<file path="src/hw/rtl/arq_pkg.sv">
// ----------------------------------------------------------------------------
// arq_pkg
// Shared types and constants for the stop-and-wait link controller.
// ----------------------------------------------------------------------------
package arq_pkg;

  localparam int unsigned CFG_IDX_W  = 1;
  localparam int unsigned CFG_DATA_W = 16;

  localparam logic [CFG_IDX_W-1:0] CFG_OWN_ID      = 1'd0;
  localparam logic [CFG_IDX_W-1:0] CFG_MAX_RESENDS = 1'd1;

  localparam logic [7:0] MAX_RESENDS_RST = 8'd5;
  localparam logic [7:0] RETRY_SAT       = 8'hff;
  localparam logic [15:0] NONE_AWAITED   = 16'd0;
  localparam logic [15:0] BCAST_ADDR     = 16'd0;
  localparam logic [7:0] TYPE_ACK        = 8'd0;

  typedef enum logic [2:0] {
    ACT_TICK       = 3'd0,
    ACT_SEND_ACK   = 3'd1,
    ACT_SEND       = 3'd2,
    ACT_SEND_DELAY = 3'd3,
    ACT_RX_HDR     = 3'd4
  } action_t;

  typedef struct packed {
    logic [2:0]  action;
    logic [15:0] dest_addr;
    logic [15:0] pkt_number;
    logic [7:0]  pkt_type;
    logic [15:0] wait_ticks;
  } arq_item_t;

  typedef struct packed {
    logic [15:0] own_id;
    logic [7:0]  max_resends;
  } arq_cfg_t;

  typedef struct packed {
    logic transmit;
    logic accepted;
    logic ack_seen;
    logic failed;
    logic timer_on;
  } arq_result_t;

endpackage

</file>
<file path="src/hw/rtl/arq_core.sv">
// ----------------------------------------------------------------------------
// arq_core
// Link state registers and the per-word update logic.
// ----------------------------------------------------------------------------
module arq_core
  import arq_pkg::*;
(
  input  logic        clk,
  input  logic        rst_n,
  input  logic        fire,
  input  arq_item_t   item,
  input  arq_cfg_t    cfg,
  output arq_result_t res
);

  logic        timer_r,   timer_nxt;
  logic [15:0] elapsed_r, elapsed_nxt;
  logic [15:0] awaited_r, awaited_nxt;
  logic [15:0] timeout_r, timeout_nxt;
  logic [7:0]  retry_r,   retry_nxt;
  logic        fail_r,    fail_nxt;
  logic [15:0] delay_r,   delay_nxt;
  logic [15:0] lastbc_r,  lastbc_nxt;

  logic [15:0] e_inc;
  logic        tx, acc, ack, hdr_match;

  assign e_inc     = elapsed_r + 16'd1;
  assign hdr_match = (item.dest_addr == cfg.own_id) ||
                     ((item.dest_addr == BCAST_ADDR) && (item.pkt_number != lastbc_r));

  always_comb begin
    timer_nxt   = timer_r;
    elapsed_nxt = elapsed_r;
    awaited_nxt = awaited_r;
    timeout_nxt = timeout_r;
    retry_nxt   = retry_r;
    fail_nxt    = fail_r;
    delay_nxt   = delay_r;
    lastbc_nxt  = lastbc_r;
    tx  = 1'b0;
    acc = 1'b0;
    ack = 1'b0;
    case (action_t'(item.action))
      ACT_TICK: begin
        if (timer_r) begin
          elapsed_nxt = e_inc;
          // overdue ack: retransmit, timer keeps running while waiting
          if ((awaited_r != NONE_AWAITED) && (e_inc > timeout_r)) begin
            elapsed_nxt = 16'd0;
            tx          = 1'b1;
            delay_nxt   = 16'd0;
            if (retry_r != RETRY_SAT) begin
              retry_nxt = retry_r + 8'd1;
            end
          end
          if (retry_nxt > cfg.max_resends) begin
            awaited_nxt = NONE_AWAITED;
            fail_nxt    = 1'b1;
            timer_nxt   = 1'b0;
          end
          if ((delay_nxt != 16'd0) && (elapsed_nxt > delay_nxt)) begin
            delay_nxt = 16'd0;
            tx        = 1'b1;
            if (awaited_nxt == NONE_AWAITED) begin
              timer_nxt = 1'b0;
            end
          end
        end
      end
      ACT_SEND_ACK: begin
        awaited_nxt = item.pkt_number;
        timeout_nxt = item.wait_ticks;
        fail_nxt    = 1'b0;
        retry_nxt   = 8'd0;
        elapsed_nxt = 16'd0;
        timer_nxt   = (item.pkt_number != NONE_AWAITED);
        delay_nxt   = 16'd0;
        tx          = 1'b1;
      end
      ACT_SEND: begin
        tx        = 1'b1;
        delay_nxt = 16'd0;
        if (awaited_r == NONE_AWAITED) begin
          timer_nxt = 1'b0;
        end
      end
      ACT_SEND_DELAY: begin
        delay_nxt   = item.wait_ticks;
        awaited_nxt = NONE_AWAITED;
        fail_nxt    = 1'b0;
        retry_nxt   = 8'd0;
        elapsed_nxt = 16'd0;
        timer_nxt   = 1'b1;
      end
      ACT_RX_HDR: begin
        if (hdr_match) begin
          acc        = 1'b1;
          lastbc_nxt = item.pkt_number;
          if ((awaited_r != NONE_AWAITED) && (item.pkt_type == TYPE_ACK)) begin
            awaited_nxt = NONE_AWAITED;
            timer_nxt   = 1'b0;
            ack         = 1'b1;
          end
        end
      end
      default: begin
      end
    endcase
  end

  always_comb begin
    res.transmit = tx;
    res.accepted = acc;
    res.ack_seen = ack;
    res.failed   = fail_nxt;
    res.timer_on = timer_nxt;
  end

  always_ff @(posedge clk) begin
    if (!rst_n) begin
      timer_r   <= 1'b0;
      elapsed_r <= 16'd0;
      awaited_r <= NONE_AWAITED;
      timeout_r <= 16'd0;
      retry_r   <= 8'd0;
      fail_r    <= 1'b0;
      delay_r   <= 16'd0;
      lastbc_r  <= 16'd0;
    end else if (fire) begin
      timer_r   <= timer_nxt;
      elapsed_r <= elapsed_nxt;
      awaited_r <= awaited_nxt;
      timeout_r <= timeout_nxt;
      retry_r   <= retry_nxt;
      fail_r    <= fail_nxt;
      delay_r   <= delay_nxt;
      lastbc_r  <= lastbc_nxt;
    end
  end

endmodule

</file>
<file path="src/hw/rtl/ack_retransmit_controller_unit.sv">
// ----------------------------------------------------------------------------
// ack_retransmit_controller_unit
// Stop-and-wait link controller: timer, retransmit and header filter.
// ----------------------------------------------------------------------------
//  channel | direction | handshake          | payload
//  in_     | input     | in_valid/in_ready  | action, dest_addr, pkt_number,
//          |           |                    | pkt_type, wait_ticks
//  out_    | output    | out_valid/out_ready| transmit, accepted, ack_seen,
//          |           |                    | failed, timer_on
//  cfg_    | input     | cfg_wr_en          | cfg_index, cfg_wdata
//
// one word per cycle while the result side is not stalled; a word is held in
// the input register and its result is then captured in the result register.
// the state update is a single compare-and-update step.
// reset is synchronous and clears the link state and both valid flags.
// a stalled result holds; the input register keeps taking words as long as
// the result register drains or is empty.
module ack_retransmit_controller_unit
  import arq_pkg::*;
(
  input  logic                  clk,
  input  logic                  rst_n,
  input  logic                  in_valid,
  output logic                  in_ready,
  input  logic [2:0]            in_action,
  input  logic [15:0]           in_dest_addr,
  input  logic [15:0]           in_pkt_number,
  input  logic [7:0]            in_pkt_type,
  input  logic [15:0]           in_wait_ticks,
  output logic                  out_valid,
  input  logic                  out_ready,
  output logic                  out_transmit,
  output logic                  out_accepted,
  output logic                  out_ack_seen,
  output logic                  out_failed,
  output logic                  out_timer_on,
  input  logic                  cfg_wr_en,
  input  logic [CFG_IDX_W-1:0]  cfg_index,
  input  logic [CFG_DATA_W-1:0] cfg_wdata
);

  arq_cfg_t    cfg_r;
  arq_item_t   item_r;
  logic        item_vld_r;
  arq_result_t res_r, res_nxt;
  logic        out_vld_r;
  logic        adv;

  assign adv      = item_vld_r && (!out_vld_r || out_ready);
  assign in_ready = !item_vld_r || adv;

  always_ff @(posedge clk) begin
    if (!rst_n) begin
      cfg_r.own_id      <= 16'd0;
      cfg_r.max_resends <= MAX_RESENDS_RST;
    end else if (cfg_wr_en) begin
      case (cfg_index)
        CFG_OWN_ID:      cfg_r.own_id      <= cfg_wdata;
        CFG_MAX_RESENDS: cfg_r.max_resends <= cfg_wdata[7:0];
        default: begin
        end
      endcase
    end
  end

  always_ff @(posedge clk) begin
    if (!rst_n) begin
      item_vld_r <= 1'b0;
    end else if (in_ready) begin
      item_vld_r <= in_valid;
    end
  end

  always_ff @(posedge clk) begin
    if (in_valid && in_ready) begin
      item_r.action     <= in_action;
      item_r.dest_addr  <= in_dest_addr;
      item_r.pkt_number <= in_pkt_number;
      item_r.pkt_type   <= in_pkt_type;
      item_r.wait_ticks <= in_wait_ticks;
    end
  end

  arq_core u_core (
    .clk   (clk),
    .rst_n (rst_n),
    .fire  (adv),
    .item  (item_r),
    .cfg   (cfg_r),
    .res   (res_nxt)
  );

  always_ff @(posedge clk) begin
    if (!rst_n) begin
      out_vld_r <= 1'b0;
    end else if (adv) begin
      out_vld_r <= 1'b1;
    end else if (out_ready) begin
      out_vld_r <= 1'b0;
    end
  end

  always_ff @(posedge clk) begin
    if (adv) begin
      res_r <= res_nxt;
    end
  end

  assign out_valid    = out_vld_r;
  assign out_transmit = res_r.transmit;
  assign out_accepted = res_r.accepted;
  assign out_ack_seen = res_r.ack_seen;
  assign out_failed   = res_r.failed;
  assign out_timer_on = res_r.timer_on;

endmodule

</file>
<file path="config.mk">
export PLATFORM = sky130hd
export DESIGN_NAME = ack_retransmit_controller_unit
export DESIGN_NICKNAME = d
export VERILOG_FILES = /design/src/hw/rtl/arq_pkg.sv /design/src/hw/rtl/arq_core.sv /design/src/hw/rtl/ack_retransmit_controller_unit.sv
export SDC_FILE = /design/constraint.sdc
export NUM_CORES = 1
export LEC_CHECK = 0
export BUFFER_PORTS_ARGS = -buffer_cell sky130_fd_sc_hd__buf_2
export CORE_MARGIN = 2
export CORE_UTILIZATION = 54
export CTS_BUF_LIST = sky130_fd_sc_hd__clkbuf_4 sky130_fd_sc_hd__clkbuf_8 sky130_fd_sc_hd__clkbuf_16
export DETAILED_ROUTE_END_ITERATION = 10
export GPL_TIMING_DRIVEN = 0
export PLACE_DENSITY = 0.86
export REMOVE_ABC_BUFFERS = 1
export SETUP_SLACK_MARGIN = 0.02
export SYNTH_ARGS = -nofsm -noshare
export SYNTH_HDL_FRONTEND = slang
export SYNTH_SLANG_ARGS = --single-unit
</file>
<file path="constraint.sdc">
create_clock -name clk -period 7.82 [get_ports clk]
set_clock_uncertainty 0.05 [all_clocks]
set_input_delay 0 -clock clk [delete_from_list [all_inputs] [get_ports clk]]
set_output_delay 0 -clock clk [all_outputs]
set_load 0.03 [all_outputs]
</file>
**After elaboration in Yosys (flattened, before gate mapping)**

Cells that the tools add are included.

- $add $sub $neg: 2
- $lt $le $gt $ge: 3
- Eq/ne operators: 10
- Multiplexer cells: 43
- Bitwise logic cells: 1
- Reductions and logical operators: 33

Operator list:

| kind | number |
|---|---|
| 2-to-1 mux 16 bit | 15 |
| one-hot mux 16 bit (4 select lines) | 1 |
| logical NOT 16 bit | 3 |
| one-hot mux 16 bit (3 select lines) | 1 |
| nonzero test 16 bit | 3 |
| 2-to-1 mux 8 bit | 5 |
| greater-than comparator 16 bit | 2 |
| one-hot mux 16 bit (2 select lines) | 1 |
| adder 16 x 1 -> 16 bit, second input constant | 1 |
| equality test 16 bit | 1 |
| 2-to-1 mux 1 bit | 16 |
| != test 16 bit | 1 |
| one-hot mux 8 bit (2 select lines) | 1 |
| AND reduction 3 bit | 3 |
| adder 8 x 1 -> 8 bit, second input constant | 1 |
| greater-than comparator 8 bit | 1 |
| logical NOT 8 bit | 1 |
| != test 8 bit, second input constant | 1 |
| AND reduction 2 bit | 4 |
| equality test 3 x 2 -> 1 bit, second input constant | 2 |
| logical AND 1 bit | 6 |
| != test 2 x 1 -> 1 bit, second input constant | 3 |
| one-hot mux 1 bit (5 select lines) | 1 |
| AND reduction 5 bit | 1 |
| 11 further kinds | 17 |

- Bits in registers: 180
- Input port bits: 81
- Word-level logic and storage cells: 114

**Longest topological paths before layout**

Gate-level depths: netlist of run 1.

- Depth after elaboration: 15
- Mapped depth: 25
- Depth with buffers taken out: 23

**Modules after synthesis**

A second synthesis of run 1 with hierarchy kept.

- Cell total of the unflattened synthesis: 952
- Area total of the unflattened synthesis: 9053.7 um^2

Modules (own cells, without submodules):

| module | instances | cells an instance | area an instance (um^2) | seq. area each (um^2) |
|---|---|---|---|---|
| arq_core | 1 | 779 | 6087.1 | 1801.7 |
| ack_retransmit_controller_unit | 1 | 173 | 2966.6 | 2442.3 |

**Worst setup path before layout of run 1**

No wires, ideal clock.

- Path type: reg2reg
- Start: register u_core.elapsed_r[0]
- End: register u_core.delay_r[10]
- Setup time: 0.059 ns
- Arrival time: 5.455 ns
- Required time: 7.711 ns
- Path slack: 2.256 ns
- Cell stages (with the launch flop): 25
- Buffers on the path: 3
- Clock period less this slack: 5.564 ns
- Path through: dfxtp_1 > ha_1 > nand2_1 > nor4_1 > and3_1 > nand3_1 > xor2_1 > inv_1 > ha_1 > nand4_1 > or4_4 > o21a_1 > o31ai_2 > clkbuf_1 > clkbuf_1 > nand2_1 > ha_1 > a211o_1 > o211ai_1 > o211ai_1 > a221oi_1 > o221a_1 > o31a_4 > buf_6 > a22o_1

- Longest elaborated chain between the ends: 11
- Elaborated cells between the ends (all ways): 15

RTL lines:

| element | RTL line | RTL |
|---|---|---|
| start: declaration | arq_core.sv:17 | `logic [15:0] elapsed_r, elapsed_nxt;` |
| start signal: assignment | arq_core.sv:132 | `elapsed_r <= elapsed_nxt;` |
| adder 16 x 1 -> 16 bit * | arq_core.sv:28 | `assign e_inc = elapsed_r + 16'd1;` |
| greater-than comparator 16 bit | arq_core.sv:49 | `if ((awaited_r != NONE_AWAITED) && (e_inc > timeout_r)) begin` |
| logical AND 1 bit | arq_core.sv:49 |  |
| 2-to-1 mux 16 bit | arq_core.sv:49 |  |
| 2-to-1 mux 16 bit | arq_core.sv:46 | `if (timer_r) begin` |
| 2-to-1 mux 16 bit | arq_core.sv:44 | `case (action_t'(item.action))` |
| greater-than comparator 16 bit or nonzero test 16 bit (tied branches) | arq_core.sv:62 | `if ((delay_nxt != 16'd0) && (elapsed_nxt > delay_nxt)) begin` |
| logical AND 1 bit | arq_core.sv:62 |  |
| 2-to-1 mux 16 bit * | arq_core.sv:62 |  |
| 2-to-1 mux 16 bit * | arq_core.sv:46 |  |
| one-hot mux 16 bit (3 select lines) * | arq_core.sv:44 |  |
| end signal: assignment | arq_core.sv:137 | `delay_r <= delay_nxt;` |
| end: declaration | arq_core.sv:22 | `logic [15:0] delay_r, delay_nxt;` |

Every way passes the cells marked *; elsewhere a longest branch is shown, timed or not. The select of a mux whose other input is x is not followed.
A chain may end at the register's enable or synchronous reset.

**Final worst setup path of run 1**

- Start: register u_core.elapsed_r[0]
- End: register u_core.awaited_r[10]

- Longest elaborated chain between the ends: 12

RTL lines:

| element | RTL line | RTL |
|---|---|---|
| adder 16 x 1 -> 16 bit | arq_core.sv:28 |  |
| greater-than comparator 16 bit | arq_core.sv:49 |  |
| logical AND 1 bit | arq_core.sv:49 |  |
| 2-to-1 mux 8 bit | arq_core.sv:49 |  |
| 2-to-1 mux 8 bit | arq_core.sv:46 |  |
| 2-to-1 mux 8 bit | arq_core.sv:44 |  |
| greater-than comparator 8 bit | arq_core.sv:57 | `if (retry_nxt > cfg.max_resends) begin` |
| 2-to-1 mux 16 bit | arq_core.sv:57 |  |
| 2-to-1 mux 16 bit | arq_core.sv:46 |  |
| 2-to-1 mux 16 bit | arq_core.sv:44 |  |
| 2-to-1 mux 16 bit | arq_core.sv:46 |  |
| one-hot mux 16 bit (4 select lines) | arq_core.sv:44 |  |
| end signal: assignment | arq_core.sv:133 | `awaited_r <= awaited_nxt;` |
| end: declaration | arq_core.sv:18 | `logic [15:0] awaited_r, awaited_nxt;` |

No other way between the ends. The select of a mux whose other input is x is not followed.

==> results of run 1 <==
-- repair_timing --
| item | in CTS | in global routing |
|---|---|---|
| endpoints found under the hold margin | 85 | 0 |
| resized for setup | 0 | 0 |
| hold buffers | 81 | 0 |
| endpoints found under the setup margin | 0 | 0 |
-- worst max-delay path: cells and delay by family (launching register included) --
kind | cells | cell delay, ns
simple gates | 8 | 2.38
buf+inv | 1 | 0.08
flops | 1 | 0.45
xor+xnor | 2 | 0.38
fa+ha+maj | 3 | 0.91
compound gates | 8 | 2.18
-- power breakdown --
group	switching (mW)	internal, mW	leakage (nW)
sequential	0.0237	1.00	1.56
clock	0.390	0.523	0.308
combinational	0.102	0.0808	2.36
-- kinds of logic (layout without fill, tap and decap cells) --
kind of cell	Yosys count	count (layout)	share of synthesized area
compound gates	171	171	0.139
xor+xnor	51	51	0.0542
fa+ha+maj	42	42	0.0637
buf+inv	71	240	0.0338
flops	180	180	0.515
mux	18	18	0.0220
simple gates	311	311	0.173
-- through the flow --
| stage | utilization | hold WS, ns | worst slack [ns] |
|---|---|---|---|
| after global placement | 0.584 | 0.126 | 1.12 |
| after global routing | 0.683 | 0.0577 | 0.811 |
| after CTS | 0.683 | 0.00497 | 1.31 |
| after detailed placement | 0.588 | 0.128 | 1.35 |
| after floorplan | - | 0.0218 | 2.33 |
| final | 0.683 | 0.00962 | 1.25 |
-- final cells by class --
type / instances / area [um2] / share of cell area
Inverter: 37 / 139 / 0.0135
Timing Repair Buffer: 171 / 1290 / 0.125
Clock inverter: 14 / 189 / 0.0184
Tap cell: 188 / 235 / 0.0229
Clock buffer: 18 / 439 / 0.0427
Sequential cell: 180 / 4240 / 0.413
Multi-Input combinational cell: 593 / 3740 / 0.364
-- routing by layer --
metal	GRT usage	vias to the layer above	wire length (um)
li1	-	3316	-
met1	0.309	3296	8480
met2	0.454	274	10500
met3	0.0574	47	1280
met4	0.105	0	525
met5	0	-	0
-- cells in the final DEF, fill, tap and decap left out, types with 3 or more instances in the layout --
master         instances
o21ai_0               22
clkbuf_16             17
nand4_1               16
inv_1                 36
dlygate4sd3_1         81
nand2b_1               4
dfxtp_1              116
o21a_1                 8
a22o_1                34
nand3_1               17
a21oi_1               65
inv_6                  5
a31oi_1                6
nand2_1              168
or3_1                  4
a21o_1                 4
mux2i_1               17
nor2b_1                5
bufinv_16              3
or4_1                  4
inv_8                  3
ha_1                  42
and3_1                 4
edfxtp_1              64
xor2_1                30
nor4_1                25
nor3_1                 4
xnor2_1               21
nor2_1                35
and2_1                17
o31ai_1                3
or2_2                  3
buf_2                 87
o211ai_1               7
-- registers in the layout, indices dropped and copies added, names as in the netlist, 8 cells and up --
signal	cells
u_core.lastbc_r	16
u_core.awaited_r	16
u_core.retry_r	8
u_core.delay_r	16
item_r	59
cfg_r	24
u_core.elapsed_r	16
u_core.timeout_r	16
-- worst paths after layout --
check	startpoint	end	slack, ns	cells after the start
hold reg to reg	cfg_r[7]	cfg_r[7]	0.41	2
hold / removal	cfg_index	cfg_r[7]	0.01	4
setup reg to reg	u_core.elapsed_r[0]	u_core.awaited_r[10]	1.25	22
setup / recovery	u_core.elapsed_r[0]	u_core.awaited_r[10]	1.25	22
==> impl_metrics.tcl, run 1 <==
set metrics [dict create \
    worst_pin_slew_ns 1.45 \
    grt_max_degree 50 \
    status "completed" \
    cts_buffers 17 \
    holdCritPathClass "input pin to flop" \
    diodes 0 \
    num_vias 6933 \
    p_leak_nw 4.23 \
    syn_area_per_cell_um2 9.77 \
    maxClockFrequency_mhz 152 \
    ys.warnings.count 0 \
    clkTransAtPathRegs_ns 0.07 \
    async_flop_share 0 \
    overflow 0 \
    cts_tree "yes" \
    crit_fanout 16 \
    dr.pass1.iters 5 \
    slew_headroom 0.0316 \
    powerDensity_nw_per_um2 206 \
    netlist_area_um2 8250 \
    drc_errors 0 \
    grt_pass1_wl_um 33200 \
    synth_commonest_cells "nand2_1 (168), dfxtp_1 (116), a21oi_1 (65), edfxtp_1 (64), ha_1 (42)" \
    cts.sinks 180 \
    dp.final_hpwl_um 12600 \
    initial_core_util 0.548 \
    wl_um 20800 \
    worstPathCellList "ha_1 > nand2_1 > nor4_1 > and3_1 > nand3_1 > xor2_1 > inv_1 > ha_1 > nand4_1 > or4_4 > a21oi_2 > o31a_1 > nand2_1 > nor2_1 > xor2_1 > ha_1 > a21oi_1 > o21ai_0 > o211ai_1 > a21o_1 > a22o_1 > a22o_1" \
    vdd_drop_max_mv 0.164 \
    seq_area_frac_synth 0.515 \
    fp.dieW_um 128 \
    critPathMaxStageDelay_ns 0.61 \
    dp_cells 1088 \
    start_kind "flop" \
    syn_to_final_growth_pct 24.6 \
    synthTopCellsByArea "dfxtp_1 (28%), edfxtp_1 (23%), nand2_1 (7.6%), ha_1 (6.4%), a21oi_1 (3.9%)" \
    clkLatencyLatePin_ns 0.43 \
    hold_viol_final 0 \
    crit_slowest_cell "or4_4" \
    coreArea_um2 15000 \
    viasPerCell 5.77 \
    root_buffer "clkbuf_16" \
    stdcell_count 1201 \
    tns_ns 0 \
    slew_viol_final 0 \
    gp_congestion 0.877 \
    critPathKind "flop to flop" \
    post-route-min-period_ns 6.57 \
    post_dp_cell_area_um2 8830 \
    final_area_um2 10300 \
    final_nets 1123 \
    setup_viol 0 \
    die_area_um2 16300 \
    yosysUniqueCellTypes 53 \
    synth_edf_count 64 \
    grt_usage 0.259 \
    required_ns 8.09 \
    critPathMostFrequentCell "ha_1" \
    drv_cap 0 \
    port_buffers 87 \
    timing.final.crit_share 0.840 \
    total_power_mw 2.12 \
    clockBufferDepth 2 \
    synth_cells 844 \
    fp.dieH_um 128 \
    final_antenna_net_count 0 \
    synth_top_area_frac 0.282 \
    first_global_vias 6915 \
    rsz0062_at_grt "false" \
    crit_path_end_kind "flop" \
    cts_setup_buffers 0 \
    first_iter_violations 551 \
    fill_cells 1015 \
    io_pins 88 \
    synth-main-ff-cell "dfxtp_1" \
    arrival_ns 6.84 \
    synth_seq_cells 180 \
    layout-drive-gt1-share 0.133 \
    row_count 45 \
    drt-wirelength-per-cell_um 17.3 \
    antenna_found_initial 0 \
    cts-htree-levels 4 \
    yosysTopAreaCell "dfxtp_1" \
    yosys.cell_count.top_type "nand2_1" \
]
(Power assumes the default switching activity.)
==> run 2, diff against run 1 <==
--- a/config.mk
+++ b/config.mk
@@ -7,11 +7,11 @@
 export LEC_CHECK = 0
 export BUFFER_PORTS_ARGS = -buffer_cell sky130_fd_sc_hd__buf_2
 export CORE_MARGIN = 2
-export CORE_UTILIZATION = 54
+export CORE_UTILIZATION = 53
 export CTS_BUF_LIST = sky130_fd_sc_hd__clkbuf_4 sky130_fd_sc_hd__clkbuf_8 sky130_fd_sc_hd__clkbuf_16
 export DETAILED_ROUTE_END_ITERATION = 10
 export GPL_TIMING_DRIVEN = 0
-export PLACE_DENSITY = 0.86
+export PLACE_DENSITY = 0.88
 export REMOVE_ABC_BUFFERS = 1
 export SETUP_SLACK_MARGIN = 0.02
 export SYNTH_ARGS = -nofsm -noshare
==> constraint.sdc (replaced) <==
create_clock -name clk -period 5.8 [get_ports clk]
set_clock_uncertainty 0.05 [all_clocks]
set_input_delay 0 -clock clk [delete_from_list [all_inputs] [get_ports clk]]
set_output_delay 0 -clock clk [all_outputs]
set_load 0.03 [all_outputs]
==> impl_metrics.tcl, run 2 (synthesized netlist as in run 1, its figures left out) <==
set metrics [dict create \
    rr_startpoint "u_core.elapsed_r[0]" \
    hold_path_depth 2 \
    post-route-min-period_ns 5.63 \
    slew_headroom 0.123 \
    crit_fanout 8 \
    first_global_vias 7015 \
    crit_path_end_kind "flop" \
    die_area_um2 16600 \
    cts_tree "yes" \
    root_buffer "clkbuf_16" \
    maxClockFrequency_mhz 178 \
    drv_cap 0 \
    hp-start "rst_n" \
    antenna_found_initial 0 \
    final_nets 1135 \
    diodes 0 \
    regMostFlops "item_r" \
    slew_viol_final 0 \
    place_ws_ns -0.662 \
    worst_pin_slew_ns 1.31 \
    overflow 0 \
    clkTransAtPathRegs_ns 0.07 \
    coreArea_um2 15200 \
    status "completed" \
    arrival_ns 5.95 \
    row_count 45 \
    reg_top3 "item_r (59), cfg_r (24)" \
    initial_core_util 0.542 \
    io_pins 88 \
    clockBufferDepth 2 \
    finalWorstSetupSlack_ns 0.169 \
    powerDensity_nw_per_um2 267 \
    fp.dieH_um 129 \
    required_ns 6.12 \
    setup_viol 0 \
    final_util 0.687 \
    r2r-end "u_core.delay_r[15]" \
    start_kind "flop" \
    cts_buffers 17 \
    syn_to_final_growth_pct 26.7 \
    dr.pass1.iters 6 \
    timing.final.crit_share 0.971 \
    grt_pass1_wl_um 34500 \
    cts-htree-levels 4 \
    total_power_mw 2.79 \
    p_leak_nw 4.30 \
    final_common_cell "nand2_1" \
    fp.dieW_um 129 \
    cts.sinks 180 \
    viasPerCell 5.97 \
    final_antenna_net_count 0 \
    reg2reg_slack_ns 0.17 \
    tns_ns 0 \
    first_iter_violations 694 \
    wl_um 23000 \
    layout-drive-gt1-share 0.161 \
    dp.final_hpwl_um 12800 \
    mostFrequentLayoutCells "nand2_1 (168), dfxtp_1 (113), buf_2 (87)" \
    gp_congestion 0.887 \
    grt_usage 0.266 \
    critPathKind "flop to flop" \
    grt_max_degree 50 \
    holdPathEnd "cfg_r[0]" \
    num_vias 7242 \
    largest_reg_flops 59 \
    rsz0062_at_grt "false" \
    drc_errors 0 \
    holdCritPathClass "input pin to flop" \
    reg2regPathDepth 22 \
    hold_viol_final 0 \
    vdd_drop_max_mv 0.226 \
    clkLatencyLatePin_ns 0.44 \
    drt-wirelength-per-cell_um 18.9 \
    port_buffers 87 \
]
## run 2: critical path: stages, from the launching register on
cell,delay [ns]
dfxtp_4,0.40
ha_4,0.19
nand2_1,0.12
nor4_4,0.35
and3_4,0.25
nand3_1,0.13
xor2_2,0.28
inv_1,0.07
ha_1,0.32
nand4_1,0.17
or4_4,0.50
o21a_2,0.28
o31ai_4,0.13
buf_8,0.19
nand2_1,0.07
ha_1,0.33
a211o_1,0.32
o211ai_1,0.11
o211ai_1,0.15
a221oi_2,0.39
o221a_2,0.34
o31a_4,0.24
a22o_1,0.17
## run 2: worst max path at each step
stage	from	end	slack (ns)	cells after the start
2_1_floorplan	u_core.elapsed_r[0]	u_core.awaited_r[0]	0.31	21
3_3_place_gp	u_core.elapsed_r[0]	u_core.awaited_r[1]	-0.90	21
3_5_place_dp	u_core.elapsed_r[0]	u_core.awaited_r[10]	-0.66	22
4_1_cts	u_core.elapsed_r[2]	u_core.delay_r[1]	0.05	21
5_1_grt	u_core.elapsed_r[0]	out_timer_on	0.001	24
6_report	u_core.elapsed_r[0]	u_core.delay_r[15]	0.17	22
## run 2: report_power, final
| group | total [mW] | switching [mW] | internal, mW | leakage (nW) |
|---|---|---|---|---|
| clock | 1.12 | 0.520 | 0.603 | 0.278 |
| sequential | 1.38 | 0.0327 | 1.35 | 1.56 |
| combinational | 0.285 | 0.154 | 0.131 | 2.46 |
## run 2: what timing repair did
| action | CTS | global route |
|---|---|---|
| endpoints found under the hold margin | 85 | 0 |
| pin swaps | 1 | 8 |
| cloned | 0 | 2 |
| hold buffers | 81 | 0 |
| gates resized for setup | 14 | 14 |
| setup endpoints to repair | 37 | 37 |
| buffers inserted | 3 | 7 |
## run 2: area by class of cell
type | count | area [um2]
Clock inverter | 15 | 145
Fill cell | 976 | 4750
Sequential cell | 180 | 4250
Timing Repair Buffer | 182 | 1390
Tap cell | 188 | 235
Multi-Input combinational cell | 594 | 3870
Inverter | 37 | 139
Clock buffer | 17 | 425
## run 2: stage by stage
stage	hold WS, ns	area, um2	cells
2_1_floorplan	0.0218	8110	810
3_3_place_gp	0.126	8780	1085
3_5_place_dp	0.128	8830	1088
4_1_cts	0.0877	10300	1204
5_1_grt	0.184	10500	1213
6_report	0.141	10500	1213
## run 2: per-layer routing
metal	vias to the layer above	share of wire	track usage
met4	0	0.036	0.117
met2	414	0.50	0.466
met5	-	0	0
met1	3417	0.38	0.316
met3	77	0.081	0.0582
li1	3334	-	-
==> run 3, diff against run 2 <==
--- a/config.mk
+++ b/config.mk
@@ -7,11 +7,11 @@
 export LEC_CHECK = 0
 export BUFFER_PORTS_ARGS = -buffer_cell sky130_fd_sc_hd__buf_2
 export CORE_MARGIN = 2
-export CORE_UTILIZATION = 53
+export CORE_UTILIZATION = 40
 export CTS_BUF_LIST = sky130_fd_sc_hd__clkbuf_4 sky130_fd_sc_hd__clkbuf_8 sky130_fd_sc_hd__clkbuf_16
 export DETAILED_ROUTE_END_ITERATION = 10
 export GPL_TIMING_DRIVEN = 0
-export PLACE_DENSITY = 0.88
+export PLACE_DENSITY = 0.72
 export REMOVE_ABC_BUFFERS = 1
 export SETUP_SLACK_MARGIN = 0.02
 export SYNTH_ARGS = -nofsm -noshare
==> impl_metrics.tcl, run 3 (synthesized netlist as in run 1, its figures left out) <==
set metrics [dict create \
    clkTransAtPathRegs_ns 0.07 \
    first_iter_violations 442 \
    wl_met2_um 10000 \
    cts-htree-levels 4 \
    largest_reg_flops 59 \
    grt_pass1_wl_um 31400 \
    cts_buffers 17 \
    layout-drive-gt1-share 0.160 \
    num_vias 6748 \
    timing.final.crit_share 0.960 \
    slew_headroom 0.110 \
    fill_cells 1743 \
    setup_viol 0 \
    dr_wl_met3_um 919 \
    drc_errors 0 \
    fp.dieW_um 148 \
    drv_cap 0 \
    top_layer "met4" \
    grt_max_degree 50 \
    wl_um 20200 \
    crit_path_end_kind "flop" \
    coreArea_um2 20200 \
    vdd_drop_max_mv 0.199 \
    initial_core_util 0.407 \
    final_antenna_net_count 0 \
    clockBufferDepth 2 \
    dr.pass1.iters 7 \
    p_leak_nw 4.29 \
    holdCritPathClass "input pin to flop" \
    first_global_vias 6483 \
    maxClockFrequency_mhz 180 \
    cts.sinks 180 \
    worstPathCellList "ha_4 > nand2_1 > nor4_4 > and3_4 > nand3_1 > xor2_2 > inv_1 > ha_1 > nand4_1 > or4_4 > o21a_1 > o31ai_4 > clkbuf_16 > nand2_1 > ha_1 > nand4_1 > o211ai_1 > a221oi_2 > buf_4 > o221a_4 > o31a_4 > a22o_1" \
    reg_top3 "item_r (59), cfg_r (24)" \
    hold_viol_final 0 \
    powerDensity_nw_per_um2 261 \
    antenna_found_initial 0 \
    critPathMaxStageDelay_ns 0.58 \
    cts_tree "yes" \
    final_util 0.520 \
    grt_usage 0.181 \
    tns_ns 0 \
    fp.dieH_um 148 \
    start_kind "flop" \
    die_area_um2 21800 \
    worst_pin_slew_ns 1.32 \
    clkLatencyLatePin_ns 0.44 \
    finalWorstSetupSlack_ns 0.232 \
    post-route-min-period_ns 5.57 \
    arrival_ns 5.83 \
    drt-wirelength-per-cell_um 15.6 \
    regMostFlops "item_r" \
    gp_congestion 0.821 \
    total_power_mw 2.74 \
    critPathKind "flop to flop" \
    port_buffers 87 \
    diodes 0 \
    overflow 0 \
    crit_slowest_cell "or4_4" \
    final_nets 1130 \
    row_count 52 \
    root_buffer "clkbuf_16" \
    syn_to_final_growth_pct 27.6 \
    viasPerCell 5.23 \
    slew_viol_final 0 \
    crit_fanout 10 \
    final_common_cell "nand2_1" \
    mostFrequentLayoutCells "nand2_1 (168), dfxtp_1 (113), buf_2 (87)" \
    dp.final_hpwl_um 12800 \
    wl_met1_um 8610 \
    status "completed" \
    place_ws_ns -0.586 \
    io_pins 88 \
    required_ns 6.06 \
]
==> run 3: cell count changes in the layout (fill, tap and decap cells not counted), sizes merged <==
cell         change
dlygate4sd3      -3
bufinv           -1
inv              -3
clkinvlp         -1
clkinv           +1
clkbuf           +5
buf              -3
==> run 3: report_power, final <==
group / internal (mW) / switching [mW] / total [mW]
Combinational: 0.136 / 0.147 / 0.283
Sequential: 1.35 / 0.0311 / 1.38
Clock: 0.583 / 0.496 / 1.08
Total: 2.07 / 0.674 / 2.74
==> run 3: cell type report <==
cell class | count | area [um2] | area share
Multi-Input combinational cell | 594 | 3870 | 0.368
Clock inverter | 11 | 93.8 | 0.00892
Inverter | 37 | 139 | 0.0132
Tap cell | 270 | 338 | 0.0321
Clock buffer | 21 | 462 | 0.0439
Sequential cell | 180 | 4250 | 0.404
Timing Repair Buffer | 177 | 1370 | 0.131
==> run 3: final timing paths <==
kind                            start                  end  slack [ns]  cells after the start
setup / recovery  u_core.elapsed_r[0]    u_core.delay_r[1]        0.23                     22
hold reg to reg   u_core.timeout_r[3]  u_core.timeout_r[3]        0.41                      2
setup reg to reg  u_core.elapsed_r[0]    u_core.delay_r[1]        0.23                     22
hold / removal              cfg_index             cfg_r[3]        0.01                      4
==> run 3: repair_timing <==
action,in CTS,in global routing
gates cloned,0,3
resized for setup,7,21
buffers inserted,1,6
pin swaps,1,4
hold buffers,78,0
endpoints found under the setup margin,37,37
endpoints found under the hold margin,85,0
==> run 3: metal layers <==
layer,track usage,vias up
li1,-,3334
met1,0.221,3195
met2,0.313,170
met3,0.0352,49
met4,0.0793,0
met5,0,-
==> run 3: critical path: cells and delay by family, from the launching register on <==
family	cells	cell delay, ns
AO/OA/AOI/OAI	7	1.69
XOR/XNOR	1	0.26
adder cells (fa/ha/maj)	3	0.79
buffers and inverters	3	0.50
flip-flops	1	0.39
AND/OR/NAND/NOR	8	1.78
==> run 3: per-stage QoR <==
step	hold slack, ns	cells	instance area, um2
final	0.0141	1290	10500
after global routing	0.0530	1290	10500
after CTS	0.00376	1281	10300
after detailed placement	0.128	1170	8940
after global placement	0.127	1167	8880
after floorplan	0.0218	810	8110
